`src/hw/rtl/assert_macros.svh`:
```
// ----------------------------------------------------------------------------
// assert_macros.svh
// Assertion macros shared by the rtl files that carry checks.
// Both macros use the clock clk and the synchronous reset rst of the including
// module.
// ----------------------------------------------------------------------------
`ifndef ASSERT_MACROS_SVH
`define ASSERT_MACROS_SVH

// same-cycle implication, checked at every rising edge outside reset
`define RLC_ASSERT_IMPL(lbl, ante, cons, msg) \
  lbl: assert property (@(posedge clk) disable iff (rst) (ante) |-> (cons)) \
    else $error(msg);

// next-cycle implication, checked at every rising edge outside reset
`define RLC_ASSERT_NEXT(lbl, ante, cons, msg) \
  lbl: assert property (@(posedge clk) disable iff (rst) (ante) |=> (cons)) \
    else $error(msg);

`endif

```
`src/hw/rtl/rlc_pkg.sv`:
```
// ----------------------------------------------------------------------------
// rlc_pkg
// Shared types and constants of the rectangle line clipper: register indexes,
// region code layout and the command and status words between the controller
// and the datapath.
// ----------------------------------------------------------------------------
package rlc_pkg;

  // default coordinate width
  localparam int COORD_BITS_DEF = 16;

  // configuration port
  localparam int CFG_INDEX_BITS = 8;
  localparam logic [CFG_INDEX_BITS-1:0] REG_WIN_X_MIN = 8'd0;
  localparam logic [CFG_INDEX_BITS-1:0] REG_WIN_X_MAX = 8'd1;
  localparam logic [CFG_INDEX_BITS-1:0] REG_WIN_Y_MIN = 8'd2;
  localparam logic [CFG_INDEX_BITS-1:0] REG_WIN_Y_MAX = 8'd3;

  // clipping passes per segment
  localparam int MAX_PASSES = 4;
  localparam int PASS_BITS  = 3;

  // stream word width for four coordinates, padded to whole bytes
  function automatic int coord_word_bits(input int w);
    return ((4 * w + 7) / 8) * 8;
  endfunction

  // region code of a point relative to the window
  typedef struct packed {
    logic top;
    logic bottom;
    logic left;
    logic right;
  } region_t;

  // controller to datapath
  typedef struct packed {
    logic load;       // take a segment and latch the window
    logic setup;      // pick the edge, form differences and signs
    logic mul;        // register the magnitude product
    logic div_start;  // launch the divider
    logic update;     // move the outside point onto the edge
    logic emit;       // load the output register
    logic vis;        // visible flag for the output register
  } cmd_t;

  // datapath to controller
  typedef struct packed {
    logic accept;     // both points inside
    logic reject;     // both points beyond a common edge
    logic div_done;   // quotient ready
  } status_t;

endpackage

```
`src/hw/rtl/rlc_div.sv`:
```
// ----------------------------------------------------------------------------
// rlc_div
// Restoring unsigned divider, one quotient bit per cycle. The quotient is
// known to fit W+1 bits, so the upper half of the dividend seeds the
// remainder and only W+1 steps are needed.
// ----------------------------------------------------------------------------
module rlc_div
  import rlc_pkg::*;
#(
  parameter int W = COORD_BITS_DEF
) (
  input  logic             clk,
  input  logic             rst,
  input  logic             start,
  input  logic [2*W+1:0]   dividend,
  input  logic [W:0]       divisor,
  output logic             done,
  output logic [W:0]       quotient
);

  localparam int CNT_BITS = $clog2(W + 2);
  localparam logic [CNT_BITS-1:0] STEPS = CNT_BITS'(W + 1);

  logic                busy;
  logic [CNT_BITS-1:0] cnt;
  logic [W:0]          rem;
  logic [W:0]          qr;
  logic [W+1:0]        trial;
  logic [W+1:0]        diff;
  logic                fits;

  // shift one dividend bit into the remainder and try the subtraction
  assign trial = {rem, qr[W]};
  assign diff  = trial - {1'b0, divisor};
  assign fits  = trial >= {1'b0, divisor};

  assign done     = busy && (cnt == '0);
  assign quotient = qr;

  // control: busy flag and step counter
  always_ff @(posedge clk) begin
    if (rst) begin
      busy <= 1'b0;
      cnt  <= '0;
    end else if (start) begin
      busy <= 1'b1;
      cnt  <= STEPS;
    end else if (done) begin
      busy <= 1'b0;
    end else if (busy) begin
      cnt <= cnt - 1'b1;
    end
  end

  // remainder and quotient shift register
  always_ff @(posedge clk) begin
    if (start) begin
      rem <= dividend[2*W+1:W+1];
      qr  <= dividend[W:0];
    end else if (busy && (cnt != '0)) begin
      if (fits) begin
        rem <= diff[W:0];
      end else begin
        rem <= trial[W:0];
      end
      qr <= {qr[W-1:0], fits};
    end
  end

endmodule

```
`src/hw/rtl/rlc_dpath.sv`:
```
// ----------------------------------------------------------------------------
// rlc_dpath
// Datapath of the line clipper: window registers, endpoint registers, region
// codes, edge selection, magnitude product, divider and the output register.
// ----------------------------------------------------------------------------
module rlc_dpath
  import rlc_pkg::*;
#(
  parameter int W = COORD_BITS_DEF
) (
  input  logic                             clk,
  input  logic                             rst,
  // configuration writes
  input  logic                             cfg_we,
  input  logic [CFG_INDEX_BITS-1:0]        cfg_index,
  input  logic [W-1:0]                     cfg_data,
  // segment word
  input  logic [coord_word_bits(W)-1:0]    s_tdata,
  // result word
  output logic [coord_word_bits(W)-1:0]    m_tdata,
  output logic                             m_tuser,
  // controller link
  input  cmd_t                             cmd,
  output status_t                          st
);

  localparam int PW = 2 * W + 2;
  localparam int WB = coord_word_bits(W);

  // raw window registers as written
  logic signed [W-1:0] cfg_x_min, cfg_x_max, cfg_y_min, cfg_y_max;
  // normalized working window
  logic signed [W-1:0] wxl, wxh, wyl, wyh;
  // endpoints
  logic signed [W-1:0] x1, y1, x2, y2;
  region_t             c1, c2, csel;

  // setup results
  logic signed [W-1:0] sel_a, sel_b, sel_c, sel_d, sel_e;
  logic signed [W:0]   span, num, den;
  logic                sel_y;
  logic                mv_p1, mv_y, neg;
  logic signed [W-1:0] edge_val, base;
  logic [W:0]          mag_span, mag_num, mag_den;
  logic [PW-1:0]       prod_full, prod;

  // divider and move
  logic                div_done;
  logic [W:0]          quo;
  logic [W+1:0]        base_ext, quo_ext, moved;
  logic signed [W-1:0] new_c;

  // output register
  logic signed [W-1:0] o_x1, o_y1, o_x2, o_y2;
  logic                o_vis;

  function automatic region_t region_of(input logic signed [W-1:0] x,
                                        input logic signed [W-1:0] y,
                                        input logic signed [W-1:0] xl,
                                        input logic signed [W-1:0] xh,
                                        input logic signed [W-1:0] yl,
                                        input logic signed [W-1:0] yh);
    region_t r;
    r.top    = y > yh;
    r.bottom = !r.top && (y < yl);
    r.left   = x < xl;
    r.right  = !r.left && (x > xh);
    return r;
  endfunction

  // configuration registers
  always_ff @(posedge clk) begin
    if (rst) begin
      cfg_x_min <= {1'b1, {(W-1){1'b0}}};
      cfg_x_max <= {1'b0, {(W-1){1'b1}}};
      cfg_y_min <= {1'b1, {(W-1){1'b0}}};
      cfg_y_max <= {1'b0, {(W-1){1'b1}}};
    end else if (cfg_we) begin
      unique case (cfg_index)
        REG_WIN_X_MIN: cfg_x_min <= cfg_data;
        REG_WIN_X_MAX: cfg_x_max <= cfg_data;
        REG_WIN_Y_MIN: cfg_y_min <= cfg_data;
        REG_WIN_Y_MAX: cfg_y_max <= cfg_data;
        default: ;
      endcase
    end
  end

  // region codes and controller status
  assign c1 = region_of(x1, y1, wxl, wxh, wyl, wyh);
  assign c2 = region_of(x2, y2, wxl, wxh, wyl, wyh);
  assign st.accept   = (c1 | c2) == '0;
  assign st.reject   = (c1 & c2) != '0;
  assign st.div_done = div_done;

  // edge selection: outside start point first, then top, bottom, left, right
  always_comb begin
    csel  = (c1 != '0) ? c1 : c2;
    sel_y = csel.top || csel.bottom;
    if (csel.top) begin
      sel_e = wyh;
    end else if (csel.bottom) begin
      sel_e = wyl;
    end else if (csel.left) begin
      sel_e = wxl;
    end else begin
      sel_e = wxh;
    end
    if (sel_y) begin
      sel_a = x1;
      sel_b = x2;
      sel_c = y1;
      sel_d = y2;
    end else begin
      sel_a = y1;
      sel_b = y2;
      sel_c = x1;
      sel_d = x2;
    end
    span = {sel_b[W-1], sel_b} - {sel_a[W-1], sel_a};
    num  = {sel_e[W-1], sel_e} - {sel_c[W-1], sel_c};
    den  = {sel_d[W-1], sel_d} - {sel_c[W-1], sel_c};
  end

  // segment load, setup, product and point move
  always_ff @(posedge clk) begin
    if (cmd.load) begin
      x1  <= s_tdata[0*W +: W];
      y1  <= s_tdata[1*W +: W];
      x2  <= s_tdata[2*W +: W];
      y2  <= s_tdata[3*W +: W];
      wxl <= (cfg_x_min > cfg_x_max) ? cfg_x_max : cfg_x_min;
      wxh <= (cfg_x_min > cfg_x_max) ? cfg_x_min : cfg_x_max;
      wyl <= (cfg_y_min > cfg_y_max) ? cfg_y_max : cfg_y_min;
      wyh <= (cfg_y_min > cfg_y_max) ? cfg_y_min : cfg_y_max;
    end else if (cmd.update) begin
      if (mv_p1) begin
        x1 <= mv_y ? new_c : edge_val;
        y1 <= mv_y ? edge_val : new_c;
      end else begin
        x2 <= mv_y ? new_c : edge_val;
        y2 <= mv_y ? edge_val : new_c;
      end
    end
    if (cmd.setup) begin
      mv_p1    <= c1 != '0;
      mv_y     <= sel_y;
      edge_val <= sel_e;
      base     <= sel_a;
      neg      <= span[W] ^ num[W] ^ den[W];
      mag_span <= span[W] ? (~span + 1'b1) : span;
      mag_num  <= num[W] ? (~num + 1'b1) : num;
      mag_den  <= den[W] ? (~den + 1'b1) : den;
    end
    if (cmd.mul) begin
      prod <= prod_full;
    end
  end

  // exact magnitude product
  assign prod_full = mag_span * mag_num;

  rlc_div #(
    .W (W)
  ) u_div (
    .clk      (clk),
    .rst      (rst),
    .start    (cmd.div_start),
    .dividend (prod),
    .divisor  (mag_den),
    .done     (div_done),
    .quotient (quo)
  );

  // base plus or minus the truncated quotient
  assign base_ext = {{2{base[W-1]}}, base};
  assign quo_ext  = {1'b0, quo};
  assign moved    = neg ? (base_ext - quo_ext) : (base_ext + quo_ext);
  assign new_c    = moved[W-1:0];

  // output register
  always_ff @(posedge clk) begin
    if (cmd.emit) begin
      o_vis <= cmd.vis;
      o_x1  <= x1;
      o_y1  <= y1;
      o_x2  <= x2;
      o_y2  <= y2;
    end
  end

  assign m_tdata = WB'({o_y2, o_x2, o_y1, o_x1});
  assign m_tuser = o_vis;

endmodule

```
`src/hw/rtl/rlc_ctrl.sv`:
```
// ----------------------------------------------------------------------------
// rlc_ctrl
// Controller of the line clipper: sequences load, region checks, up to four
// clipping passes and the hand-off to the output register.
// ----------------------------------------------------------------------------
module rlc_ctrl
  import rlc_pkg::*;
(
  input  logic    clk,
  input  logic    rst,
  input  logic    s_tvalid,
  output logic    s_tready,
  input  logic    m_tready,
  output logic    m_tvalid,
  input  status_t st,
  output cmd_t    cmd
);

  typedef enum logic [7:0] {
    ST_IDLE  = 8'b0000_0001,
    ST_CHECK = 8'b0000_0010,
    ST_SETUP = 8'b0000_0100,
    ST_MUL   = 8'b0000_1000,
    ST_DIVS  = 8'b0001_0000,
    ST_DIVW  = 8'b0010_0000,
    ST_UPD   = 8'b0100_0000,
    ST_FIN   = 8'b1000_0000
  } state_t;

  state_t               state, state_next;
  logic [PASS_BITS-1:0] pass;
  logic                 vis, vis_next;
  logic                 out_free;

  assign out_free = !m_tvalid || m_tready;
  assign s_tready = state == ST_IDLE;

  // next state and commands
  always_comb begin
    state_next = state;
    vis_next   = vis;
    cmd        = '0;
    cmd.vis    = vis;
    unique case (state)
      ST_IDLE: begin
        if (s_tvalid) begin
          cmd.load   = 1'b1;
          state_next = ST_CHECK;
        end
      end
      ST_CHECK: begin
        if (st.accept) begin
          vis_next   = 1'b1;
          state_next = ST_FIN;
        end else if (st.reject || (pass == PASS_BITS'(MAX_PASSES))) begin
          vis_next   = 1'b0;
          state_next = ST_FIN;
        end else begin
          state_next = ST_SETUP;
        end
      end
      ST_SETUP: begin
        cmd.setup  = 1'b1;
        state_next = ST_MUL;
      end
      ST_MUL: begin
        cmd.mul    = 1'b1;
        state_next = ST_DIVS;
      end
      ST_DIVS: begin
        cmd.div_start = 1'b1;
        state_next    = ST_DIVW;
      end
      ST_DIVW: begin
        if (st.div_done) begin
          state_next = ST_UPD;
        end
      end
      ST_UPD: begin
        cmd.update = 1'b1;
        state_next = ST_CHECK;
      end
      ST_FIN: begin
        if (out_free) begin
          cmd.emit   = 1'b1;
          state_next = ST_IDLE;
        end
      end
      default: state_next = ST_IDLE;
    endcase
  end

  // state, pass count, visible flag
  always_ff @(posedge clk) begin
    if (rst) begin
      state <= ST_IDLE;
      pass  <= '0;
      vis   <= 1'b0;
    end else begin
      state <= state_next;
      vis   <= vis_next;
      if (cmd.load) begin
        pass <= '0;
      end else if (cmd.update) begin
        pass <= pass + 1'b1;
      end
    end
  end

  // output word valid
  always_ff @(posedge clk) begin
    if (rst) begin
      m_tvalid <= 1'b0;
    end else if (cmd.emit) begin
      m_tvalid <= 1'b1;
    end else if (m_tready) begin
      m_tvalid <= 1'b0;
    end
  end

endmodule

```
`src/hw/rtl/rectangle_line_clipper.sv`:
```
// ----------------------------------------------------------------------------
// rectangle_line_clipper
// Cohen-Sutherland clipping of one segment per input word against a
// configurable rectangular window.
//
//   channel  direction  handshake              payload
//   s_       in         s_tvalid / s_tready    s_tdata: start_x, start_y, end_x, end_y
//   m_       out        m_tvalid / m_tready    m_tdata: clipped coords, m_tuser: visible
//   cfg_     in         cfg_valid / cfg_ready  cfg_index, cfg_data
//
// An accepted or rejected segment with no move goes from the load through the
// region check to the output register; each clipping pass adds setup, product,
// divider start, divider wait and point update, the divider yielding one
// quotient bit per cycle. There are up to four passes per segment.
// One segment is in work at a time; the next is taken while a result waits.
// Reset (rst, synchronous) restores the full-range window and empties the
// output register. A stalled output holds the finished segment in its last
// state until the output register frees.
// ----------------------------------------------------------------------------
`include "assert_macros.svh"

module rectangle_line_clipper
  import rlc_pkg::*;
#(
  parameter int COORD_BITS = COORD_BITS_DEF
) (
  input  logic                                   clk,
  input  logic                                   rst,
  // segment in, from bit 0: start_x, start_y, end_x, end_y, zero padding
  input  logic                                   s_tvalid,
  output logic                                   s_tready,
  input  logic [coord_word_bits(COORD_BITS)-1:0] s_tdata,
  // result out, from bit 0: clipped_start_x, clipped_start_y,
  // clipped_end_x, clipped_end_y, zero padding
  output logic                                   m_tvalid,
  input  logic                                   m_tready,
  output logic [coord_word_bits(COORD_BITS)-1:0] m_tdata,
  // visible
  output logic                                   m_tuser,
  // window register writes
  input  logic                                   cfg_valid,
  output logic                                   cfg_ready,
  input  logic [CFG_INDEX_BITS-1:0]              cfg_index,
  input  logic [COORD_BITS-1:0]                  cfg_data
);

  cmd_t    cmd;
  status_t st;

  // register writes are always taken
  assign cfg_ready = 1'b1;

  rlc_ctrl u_ctrl (
    .clk      (clk),
    .rst      (rst),
    .s_tvalid (s_tvalid),
    .s_tready (s_tready),
    .m_tready (m_tready),
    .m_tvalid (m_tvalid),
    .st       (st),
    .cmd      (cmd)
  );

  rlc_dpath #(
    .W (COORD_BITS)
  ) u_dpath (
    .clk       (clk),
    .rst       (rst),
    .cfg_we    (cfg_valid && cfg_ready),
    .cfg_index (cfg_index),
    .cfg_data  (cfg_data),
    .s_tdata   (s_tdata),
    .m_tdata   (m_tdata),
    .m_tuser   (m_tuser),
    .cmd       (cmd),
    .st        (st)
  );

  // checks
  `RLC_ASSERT_NEXT(a_busy_after_take, s_tvalid && s_tready, !s_tready, "segment taken while busy")
  `RLC_ASSERT_IMPL(a_emit_into_free, cmd.emit, !m_tvalid || m_tready, "output word overwritten")
  `RLC_ASSERT_IMPL(a_move_after_div, cmd.update, $past(st.div_done), "point moved before quotient")
  `RLC_ASSERT_IMPL(a_valid_from_emit, $rose(m_tvalid), $past(cmd.emit), "output valid without result")

endmodule
```
`config.mk`:
```
export PLATFORM = sky130hd
export DESIGN_NAME = rectangle_line_clipper
export DESIGN_NICKNAME = d
export VERILOG_FILES = /design/src/hw/rtl/rlc_pkg.sv /design/src/hw/rtl/rlc_div.sv /design/src/hw/rtl/rlc_dpath.sv /design/src/hw/rtl/rlc_ctrl.sv /design/src/hw/rtl/rectangle_line_clipper.sv
export VERILOG_INCLUDE_DIRS = /design/src /design/src/hw/rtl
export SDC_FILE = /design/constraint.sdc
export NUM_CORES = 2
export LEC_CHECK = 0
export ABC_CLOCK_PERIOD_IN_PS = 19600
export CAP_MARGIN = 20
export CORE_MARGIN = 2
export CORE_UTILIZATION = 40
export CTS_BUF_LIST = sky130_fd_sc_hd__clkbuf_2 sky130_fd_sc_hd__clkbuf_4 sky130_fd_sc_hd__clkbuf_8
export CTS_CLUSTER_DIAMETER = 30
export DETAILED_ROUTE_END_ITERATION = 10
export DONT_BUFFER_PORTS = 1
export GPL_TIMING_DRIVEN = 0
export SLEW_MARGIN = 40
export SYNTH_ARGS = -nofsm -noshare
export SYNTH_HDL_FRONTEND = slang
export SYNTH_SLANG_ARGS = --single-unit
```
`constraint.sdc`:
```
create_clock -name clk -period 19.6 [get_ports clk]
set_input_delay 0.98 -clock clk [delete_from_list [all_inputs] [get_ports clk]]
set_output_delay 0.98 -clock clk [all_outputs]
set_load 0.01 [all_outputs]
```
Yosys cells after proc, flatten, opt, wreduce, memory -nomap -nowiden:

Cells that the tools add are included.

* $lt $le $gt $ge: 11
* bitwise gates (word level): 8
* reductions and logical operators: 39
* add/subtract/negate cells: 11
* multipliers: 1
* equality and inequality tests: 17
* multiplexer cells: 58

Operators by type and width (count)
* $mux 16: 29
* $gt 16x16->1: 6
* $mux 17: 5
* $lt 16x16->1: 4
* $pmux 8 s8: 1
* $add 17x1->17 const B: 3
* $not 17->17: 3
* $sub 16x16->17: 3
* $mux 8: 5
* $mul 17x17->34: 1
* $eq 8x2->1 const B: 3
* $ge 18x17->1: 1
* $reduce_and 2->1: 9
* $sub 17x17->17: 1
* $add 16x16->16: 1
* $eq 8x1->1 const B: 2
* $sub 16x16->16: 1
* $mux 5: 3
* $mux 1: 14
* $reduce_bool 2->1: 7
* $eq 8x3->1 const B: 1
* $eq 8x4->1 const B: 1
* $eq 8x5->1 const B: 1
* $eq 8x6->1 const B: 1
* 22 further kinds: 39

* input bits: 93
* word-level logic and storage cells: 183
* output and inout port bits: 68
* register bits: 430

Logic depth before layout (Yosys ltp):

* depth after elaboration: 12
* depth in mapped cells: 32
* gate-level depth less buffers: 28

Cells and area by module:

From an unflattened synthesis, not the netlist that was laid out.

* cell total of the unflattened synthesis: 3587
* area total of the unflattened synthesis: 35296.4 µm²

Modules (own cells, without submodules)
* rlc_dpath: times used 1, area an instance 31764.2 µm², seq. area each 10680.2 µm², cells an instance 3235
* rlc_div: times used 1, area an instance 2810.2 µm², seq. area each 1141.1 µm², cells an instance 272
* rlc_ctrl: times used 1, area an instance 710.7 µm², seq. area each 260.2 µm², cells an instance 78
* rectangle_line_clipper: times used 1, area an instance 11.3 µm², seq. area each 0.0 µm², cells an instance 2

Least setup slack after synthesis:

OpenSTA, ideal clock, no wires.

* path type: reg2reg
* start: register u_dpath.mag_span[14]
* end: register u_dpath.prod[33], data pin
* data arrival time: 6.565 ns
* path slack: 12.775 ns
* library setup time: 0.260 ns
* data required time: 19.340 ns
* stages on the path, launching flop included: 26
* period minus slack after synthesis: 6.825 ns
* buffers on the path: 2
* cells stage by stage: edfxtp_1 > clkbuf_1 > clkbuf_1 > nand2_1 > fa_1 > inv_1 > fa_1 > inv_1 > fa_1 > fa_1 > fa_1 > inv_1 > fa_1 > ha_1 > a21oi_1 > nor2b_1 > or2_2 > or3_1 > o21ai_0 > o21ai_0 > o41a_1 > a41oi_1 > a21oi_1 > a21o_1 > a21oi_1 > xnor2_1

* longest elaborated chain between the ends: 1

Ends and longest elaborated chain
* start: declaration: line rlc_dpath.sv:44 `logic [W:0] mag_span, mag_num, mag_den;`
* start signal: assignment: line rlc_dpath.sv:151 `mag_span <= span[W] ? (~span + 1'b1) : span;`
* $mul 17x17->34: line rlc_dpath.sv:161 `assign prod_full = mag_span * mag_num;`
* named net u_dpath.prod_full[33]: line rlc_dpath.sv:45 `logic [PW-1:0] prod_full, prod;`
* end signal: assignment: line rlc_dpath.sv:156 `prod <= prod_full;`
* end: declaration: line rlc_dpath.sv:45

The timed path passes the listed nets, and every way through them passes these cells.
A chain may end at the register's enable or synchronous reset.

Worst setup path after layout:

* start: register u_dpath.y2[15]
* end: register u_dpath.mag_span[15], data pin

* longest elaborated chain between the ends: 10
* elaborated cells between the ends (all ways): 12
* classes of those cells: 2 x add/sub; 2 x order compare; 4 x mux; 1 x bitwise; 3 x reduce/logical

Ends and longest elaborated chain
* start: declaration: line rlc_dpath.sv:35 `logic signed [W-1:0] x1, y1, x2, y2;`
* start signal: assignment: line rlc_dpath.sv:131 `y2 <= s_tdata[3*W +: W];`
* start signal: assignment: line rlc_dpath.sv:142 `y2 <= mv_y ? edge_val : new_c;`
* $gt 16x16->1: line rlc_dpath.sv:64 `r.top = y > yh;`
* $logic_not 1->1: line rlc_dpath.sv:65 `r.bottom = !r.top && (y < yl);`
* $logic_and 1x1->1: line rlc_dpath.sv:65
* $mux 4 (*): line rlc_dpath.sv:98 `csel = (c1 != '0) ? c1 : c2;`
* $logic_or 1x1->1 (*): line rlc_dpath.sv:99 `sel_y = csel.top || csel.bottom;`
* $mux 16 (*): line rlc_dpath.sv:109 `if (sel_y) begin`
* named net u_dpath.sel_a[0]: line rlc_dpath.sv:39 `logic signed [W-1:0] sel_a, sel_b, sel_c, sel_d, sel_e;`
* $sub 16x16->17 (*): line rlc_dpath.sv:120 `span = {sel_b[W-1], sel_b} - {sel_a[W-1], sel_a};`
* $not 17->17: line rlc_dpath.sv:151
* $add 17x1->17: line rlc_dpath.sv:151
* $mux 16 (*): line rlc_dpath.sv:151

Mark *: on every way through the listed nets, which the timed path passes. The rest lies on a longest branch.

==> impl_results.md <==
- Status: finished, final reports clean
- Die Y: 301 um
- First-pass GRT wire length: 167 mm
- Share of post-route cells with drive strength above 1: 7.95%
- Detailed Routing Iterations Pass 1: 7
- TritonCTS buffer count: 99
- Initial antenna violation count: 19
- Crit path to: u_dpath.mag_span[15]$_DFFE_PP_
- Syn_area_per_cell: 9.74 um^2
- DR WL/cell: 22.2 um
- Initial Utilization: 40.5%
- Yosys top cell by area: edfxtp_1
- CP dominant cell by count: o21ai_0
- Minimum clock period: 9.07 ns
- Die Wd: 301 um
- Yosys top cell area share: 29.5%
- Hold_sp: cfg_data[14]
- Fin. Hold Viols: 0
- Core ar.: 0.0870 mm^2
- Gpl congestion: 0.942
- Net Sw Frac: 45.5%
- Largest net degree at the start of global routing: 48
- Slew HR: 36.9%
- Skew-Pair Late Insertion Delay: 0.73 ns
- Sequential-to-total area share from yosys stat: 34.3%
- Layout Skew: 0.0439 ns
- Post-Route WL: 111 mm
- Commonest non-fill, non-tap cell in the layout: inv_1
- Synth cell types: 90
- Max-cap violations: 0
- CTS tree: done
- Flop2flop setup slack: 10.53 ns
- Yosys warns: 0
- Least-Margin Pin Slew: 0.922 ns
- CP required: 20.04 ns
- CTS root buffer: clkbuf_8
- Syn nets: 4292
- Row count: 108
- Max VDD drop: 101 uV
- Main synth FF type: edfxtp_1
- Design internal power: 3.19 mW
- Setup TNS: 0 ns
- Setup CP Type: reg2reg
- Final net count: 4411
- H-tree levels: 3
- Routed vias/inst: 5.41
- Io pins: 161
- Worst EP arrival: 9.51 ns
- Gate Count Post-Synth: 3622
- Cts hold-fix bufs: 0
- GRT Util Overall: 24.6%
- Period utilisation layout: 46.3%
- Clock power frac: 19.5%
- CP Launch Point: u_dpath.y2[15]$_DFFE_PP_
- FF-to-FF End: u_dpath.mag_span[15]$_DFFE_PP_
- Pins Over Slew Limit: 0
- Vias in the first global route: 27000
- Postcts setup bufs: 0
- Sequential share of power: 23.8%
- Min Hold Slack: 0.393 ns
- Pwr/cell area: 149 mW/mm^2
- Initial DRC Count: 2338
- # resized after CTS: 0
- Total grt overflow: 0
- Leak Pwr: 17.2 nW
- Main area contributors after synthesis: edfxtp_1, fa_1, ha_1
- Number of synthesized flops with an enable pin: 347
- Area grow syn2layout: 11.4%
- Crit path largest cell delay: 0.71 ns
- Unrepaired setup endpoints after global routing: false
- DRC: 0
- Commonest non-fill, non-tap cells in the layout: inv_1, nand2_1, ha_1
- R2R depth: 30
- Port bufs: 0
- Final Setup Violations: 0
- FF-to-FF Start: u_dpath.y2[15]$_DFFE_PP_
- Synthesized cell area: 0.0353 mm^2
- HP Class: in2reg
- Via count: 27000
- Final HPWL DP: 88.9 mm
- Full die area: 0.0906 mm^2
- Clk pin slew, worst setup/hold paths: 0.06 ns
- Crit-path max FO: 10
- Switching power: 2.67 mW
- Worst path slowest cell: nor4_1
- Synth async-reset ratio: 0%
- TritonCTS sink count: 430
- CP Capture Type: register
- Peak Freq: 0.110 GHz
- Clock buffer depth: 3
- Startpoint types: register
- #FFs+latches synth: 430
- Post-DRT Antenna Nets: 0
- Gate power share: 56.7%
==> critical path: cells and delay by family, from the launching register on <==
family                     cells  cell delay [ns]
adders and majority gates      3             0.94
buffers and inverters          3             1.72
DFF                            1             0.52
and+or+nand+nor                6             1.64
AOI/OAI and AO/OA             17             3.78
xor gates and xnor gates       1             0.17
==> power by group through the flow <==
stage	clock, mW	sequential, mW	combinational, mW
2_1_floorplan	0	1.32	2.38
3_3_place_gp	0	1.42	3.22
3_5_place_dp	0	1.41	3.26
4_1_cts	1.16	1.39	3.29
5_1_grt	1.20	1.39	3.67
6_report	1.14	1.40	3.33
==> sequential cells by signal, indices dropped and copies added, names as in the netlist, 17 cells and up <==
signal	count
u_dpath.u_div.rem	17
u_dpath.u_div.quotient	17
u_dpath.mag_den	17
u_dpath.mag_span	17
u_dpath.prod	34
u_dpath.mag_num	17
==> area by class of cell <==
type	instances	area, um^2
well taps	1155	1450
flip-flops and latches	430	12100
clock inverters	70	752
diodes	7	17.5
multi-input cells	2601	21000
repair buffers	18	278
plain buffers	118	454
inverters	473	1780
clock buffers	112	1470
fillers	8325	47700
==> layer usage <==
layer	part of all wire (%)	GRT usage [%]	routed length, um
met5	0.13	0	147
met4	3.6	8.19	3920
met3	8.5	5.88	9420
met2	45	39.6	50100
met1	42	32.6	47000
==> through the flow <==
step           total power, mW  instances  setup WS [ns]  utilization, %  instance area, um^2
6_report                  5.86       4984          10.53            45.2                39300
5_1_grt                   6.26       4978           9.95            45.1                39300
4_1_cts                   5.83       4977          10.65            45.1                39300
3_5_place_dp              4.67       4795          10.73            42.6                37100
3_3_place_gp              4.64       4777          10.73            42.2                36700
2_1_floorplan             3.70       3622          12.78               -                35300
==> how the worst min path moves through the flow <==
stage,endpoint,depth (start not counted),slack (ns)
after floorplan,u_dpath.m_tuser$_DFFE_PP_,0,0.41
after global placement,u_dpath.cfg_y_max[15]$_SDFFE_PP0P_,2,0.46
after detailed placement,u_dpath.cfg_y_max[15]$_SDFFE_PP0P_,2,0.47
after CTS,u_dpath.cfg_x_max[1]$_SDFFE_PP1P_,1,0.35
after global routing,u_dpath.cfg_x_max[1]$_SDFFE_PP1P_,1,0.36
final,u_dpath.cfg_x_max[14]$_SDFFE_PP1P_,1,0.39
==> cells by family after synthesis <==
group / after synthesis / share of synthesized area (%)
multiplexers: 133 / 4.01
adder cells (fa/ha/maj): 583 / 25.5
XOR/XNOR: 143 / 3.55
AND/OR/NAND/NOR: 1125 / 14.9
other: 1 / 0.0106
buffers and inverters: 591 / 6.31
flip-flops: 430 / 34.3
AO/OA/AOI/OAI: 616 / 11.4
==> cells in the mapped netlist, drive strengths merged (22+ instances only) <==
| cell | n |
|---|---|
| nor2b | 41 |
| nand3 | 38 |
| inv | 472 |
| a21o | 45 |
| a21boi | 28 |
| o211ai | 22 |
| o21ai | 145 |
| edfxtp | 347 |
| a21oi | 170 |
| xnor2 | 108 |
| nand2 | 424 |
| mux2i | 67 |
| dfxtp | 83 |
| nand3b | 23 |
| xor2 | 35 |
| and2 | 119 |
| fa | 229 |
| clkbuf | 109 |
| o21a | 49 |
| ha | 348 |
| a211oi | 28 |
| a211o | 24 |
| nand2b | 22 |
| nor3 | 45 |
| mux2 | 66 |
| nor2 | 299 |
Power figures use the tool's default switching activity.
